==> config.mk <==
export PLATFORM = sky130hd
export DESIGN_NAME = tmpg_coord_div
export DESIGN_NICKNAME = d
export VERILOG_FILES = /design/src/sv/tmpg_pkg.sv /design/src/sv/tmpg_coord_div.sv
export SDC_FILE = /design/constraint.sdc
export NUM_CORES = 1
export LEC_CHECK = 0
export BUFFER_PORTS_ARGS = -buffer_cell sky130_fd_sc_hd__buf_2
export CAP_MARGIN = 20
export CORE_MARGIN = 3
export CORE_UTILIZATION = 37
export DETAILED_ROUTE_END_ITERATION = 6
export PLACE_DENSITY = 0.8
export SLEW_MARGIN = 20
export SYNTH_ARGS = -nofsm -noshare
export SYNTH_HDL_FRONTEND = slang
export SYNTH_SLANG_ARGS = --single-unit
export TNS_END_PERCENT = 5
==> constraint.sdc <==
create_clock -name clk -period 0.8 [get_ports clk]
set_input_delay 0.16 -clock clk [delete_from_list [all_inputs] [get_ports clk]]
set_output_delay 0.16 -clock clk [all_outputs]
set_load 0.02 [all_outputs]
==> src/sv/tmpg_pkg.sv <==
// ----------------------------------------------------------------------------
// tmpg_pkg
// Shared types and constants of the text-mode pixel generator.
// ----------------------------------------------------------------------------
`default_nettype none

package tmpg_pkg;

	typedef enum logic [1:0] {
		OP_TILE  = 2'd0,
		OP_GLYPH = 2'd1,
		OP_QUERY = 2'd2
	} op_t;

	localparam int FONT_DEPTH = 2048;
	localparam int FONT_AW    = 11;
	localparam int TILE_IDX_W = 11;
	localparam int PX_W       = 10;
	localparam int PY_W       = 9;

	typedef logic [11:0] colour_t;
	typedef logic [23:0] rgb_t;

	// 12-bit RGB to 8 bits per channel, red in the low byte
	function automatic rgb_t expand_colour(input colour_t c);
		rgb_t r;
		r = {c[3:0], c[3:0], c[7:4], c[7:4], c[11:8], c[11:8]};
		return r;
	endfunction

endpackage

`default_nettype wire

==> src/sv/tmpg_coord_div.sv <==
// ----------------------------------------------------------------------------
// tmpg_coord_div
// Divides the display coordinates by the pixel scale through a reciprocal
// multiply and holds the scaled coordinates until the next load.
// ----------------------------------------------------------------------------
`default_nettype none

module tmpg_coord_div
	import tmpg_pkg::*;
#(
	parameter int PIXEL_SCALE = 2
) (
	input  wire logic            clk,
	input  wire logic            load,
	input  wire logic [PX_W-1:0] pixel_x,
	input  wire logic [PY_W-1:0] pixel_y,
	output logic      [PX_W-1:0] sx,
	output logic      [PY_W-1:0] sy
);

	// exact for inputs below 2^10 since x * error < 2^RSH
	localparam int RSH   = 20;
	localparam int RECIP = (1 << RSH) / PIXEL_SCALE + 1;
	localparam int PW    = RSH + PX_W + 1;

	logic [PW-1:0] prod_x;
	logic [PW-1:0] prod_y;
	logic [PX_W-1:0] sx_q;
	logic [PY_W-1:0] sy_q;

	assign prod_x = PW'(pixel_x) * PW'(RECIP);
	assign prod_y = PW'(pixel_y) * PW'(RECIP);

	always_ff @(posedge clk) begin
		if (load) begin
			sx_q <= prod_x[RSH+PX_W-1:RSH];
			sy_q <= prod_y[RSH+PY_W-1:RSH];
		end
	end

	assign sx = sx_q;
	assign sy = sy_q;

endmodule

`default_nettype wire

==> impl_metrics.json <==
{
  "outcome": "finished, violations left",
  "failed_checks": "negative setup slack",
  "io_pins": 40,
  "synth_cell_type_count": 3,
  "max_stage_delay_ps": 410,
  "floorplan.rows": 13,
  "fin_crit_sh": 1.23,
  "max_freq_ghz": 1.01,
  "layout_min_cycle_time_ps": 988,
  "post_synth_instance_area_um2": 529,
  "drtAntennaViolNets": 0,
  "drtIter0Drc": 0,
  "finalHoldWorstSlack_ps": 56.8,
  "globalRouteOverflowTotal": 0,
  "cts-buffers-inserted": 3,
  "cp.required_ps": 640,
  "grt_pass1_vias": 260,
  "grt_start_max_net_pins": 13,
  "detailedRoute.firstPassIterationCount": 1,
  "die_y_um": 43.8,
  "worstHoldPathType": "in2reg",
  "end_kind": "primary output",
  "design.die.area_mm2": 0.00192,
  "grt_pass1_wl_um": 1210,
  "synth-seq-cells": 17,
  "layout_setup_ws_ps": -188,
  "h-tree-depth": 1,
  "nets": 82,
  "vias_per_cell": 4.23,
  "grtUsageTotal": 0.0929,
  "post_synth_inst_count": 20,
  "wl_per_cell_um": 10.7,
  "arrival_ps": 830,
  "leakage_nw": 0.342,
  "commonest_non_fill_non_tap_cells_in_the_layout": "buf_2, edfxtp_1, clkbuf_4",
  "die_width_um": 43.8,
  "netlist.top_cell.by_area": "edfxtp_1",
  "antenna_violations_before_repair": 0,
  "gp_congestion": 0.620,
  "finalWirelength_um": 802,
  "nFillCells": 107,
  "setup_total_negative_slack_ps": -2680,
  "finalSetupViolCount": 17,
  "drc": 0,
  "yosys.area.top_type_share": 0.965,
  "clkSlewWorstSetupHoldPaths_ps": 90,
  "ys.warnings.count": 0,
  "areaGrowthSynthToFinish_pct": 45.9,
  "io_buffer_count": 35,
  "cts_setup_buffers": 0,
  "yosys-top-cells-area": "edfxtp_1, buf_4, conb_1",
  "cts_tree": "done",
  "share_of_final_layout_standard_cells_stronger_than_drive_strength_1": 0.667,
  "diodes": 0,
  "max_cap_viol_count": 0,
  "cell_by_cell_trace_of_the_critical_path": "buf_6",
  "vdd.ir_drop.worst_v": 0.00120,
  "critical_path_class": "reg2out",
  "timing.critical_path.buf_inv": 1,
  "vias": 317,
  "power_per_cell_area_mw_per_mm2": 2230,
  "path_delay_family": "flip-flops",
  "unrepaired_setup_endpoints_after_global_routing": "yes",
  "maximum_count_of_clock_buffers_along_a_single_path": 2,
  "critical_path_fanouts_max": 1,
  "numClockSinks": 17,
  "timing.critical_path.from_type": "flip-flop",
  "synth_sequential_area_ratio": 0.965,
  "timing_max_transition_violations_final": 0,
  "avgSynthCellArea_um2": 26.5,
  "layout_commonest_cell": "buf_2",
  "slowest_stage": "edfxtp_1",
  "hold_violation_total_from_the_final_report": 0,
  "starting_utilization_of_the_core_area": 0.402,
  "ctsRootBufferMaster": "clkbuf_4",
  "core_region_area_mm2": 0.00132
}
## routing by layer
metal | GRT usage | wire [um]
met5 | 0 | 0
met4 | 0.0723 | 14
met3 | 0.0373 | 81
met2 | 0.154 | 442
met1 | 0.0902 | 264
## state kept, by name (all words and copies together) (netlist names)
| name | cells |
|---|---|
| sx | 9 |
| sy | 8 |
## final timing paths
kind	start	depth (start not counted)	to	slack, ps
hold / removal	pixel_y[8]	1	sy[7]	60
setup / recovery	sy[1]	1	sy[1]	-190
## report_power, final
| group | leakage, nW | internal [mW] | switching [mW] |
|---|---|---|---|
| logic | 0.160 | 0.0921 | 0.144 |
| registers | 0.166 | 1.06 | 0.0161 |
| clock network | 0.0150 | 0.193 | 0.218 |
## layout make-up
type | count | area (um2) | share of cell area
sequential | 17 | 510 | 0.661
clock buffer | 4 | 26.3 | 0.0340
tap | 15 | 18.8 | 0.0243
timing repair buffer | 37 | 209 | 0.271
multi-input combinational | 2 | 7.51 | 0.00972
## synthesized netlist by cell type (all sizes together)
cell and n:
edfxtp 17, buf 2, conb 1
## stage by stage
stage / power, mW / area, um2 / std cells / utilization / setup slack (ps)
6_report: 1.72 / 772 / 75 / 0.586 / -188
5_1_grt: 1.81 / 772 / 75 / 0.586 / -242
4_1_cts: 1.74 / 766 / 75 / 0.581 / -199
3_5_place_dp: 1.33 / 739 / 71 / 0.561 / 93.4
3_3_place_gp: 1.32 / 739 / 71 / 0.561 / 95.1
2_1_floorplan: 1.20 / 533 / 21 / - / 191
## timing repair
item | CTS | global route
gates resized for setup | 0 | 2
hold buffers | 0 | 0
setup endpoints to repair | 17 | 17
endpoints found under the hold margin | 0 | 0
## cell families after synthesis
| family | share of synthesized area |
|---|---|
| buffers and inverters | 0.0284 |
| DFF | 0.965 |
| other | 0.00709 |
Note: power is estimated with default switching activity, not from simulation.
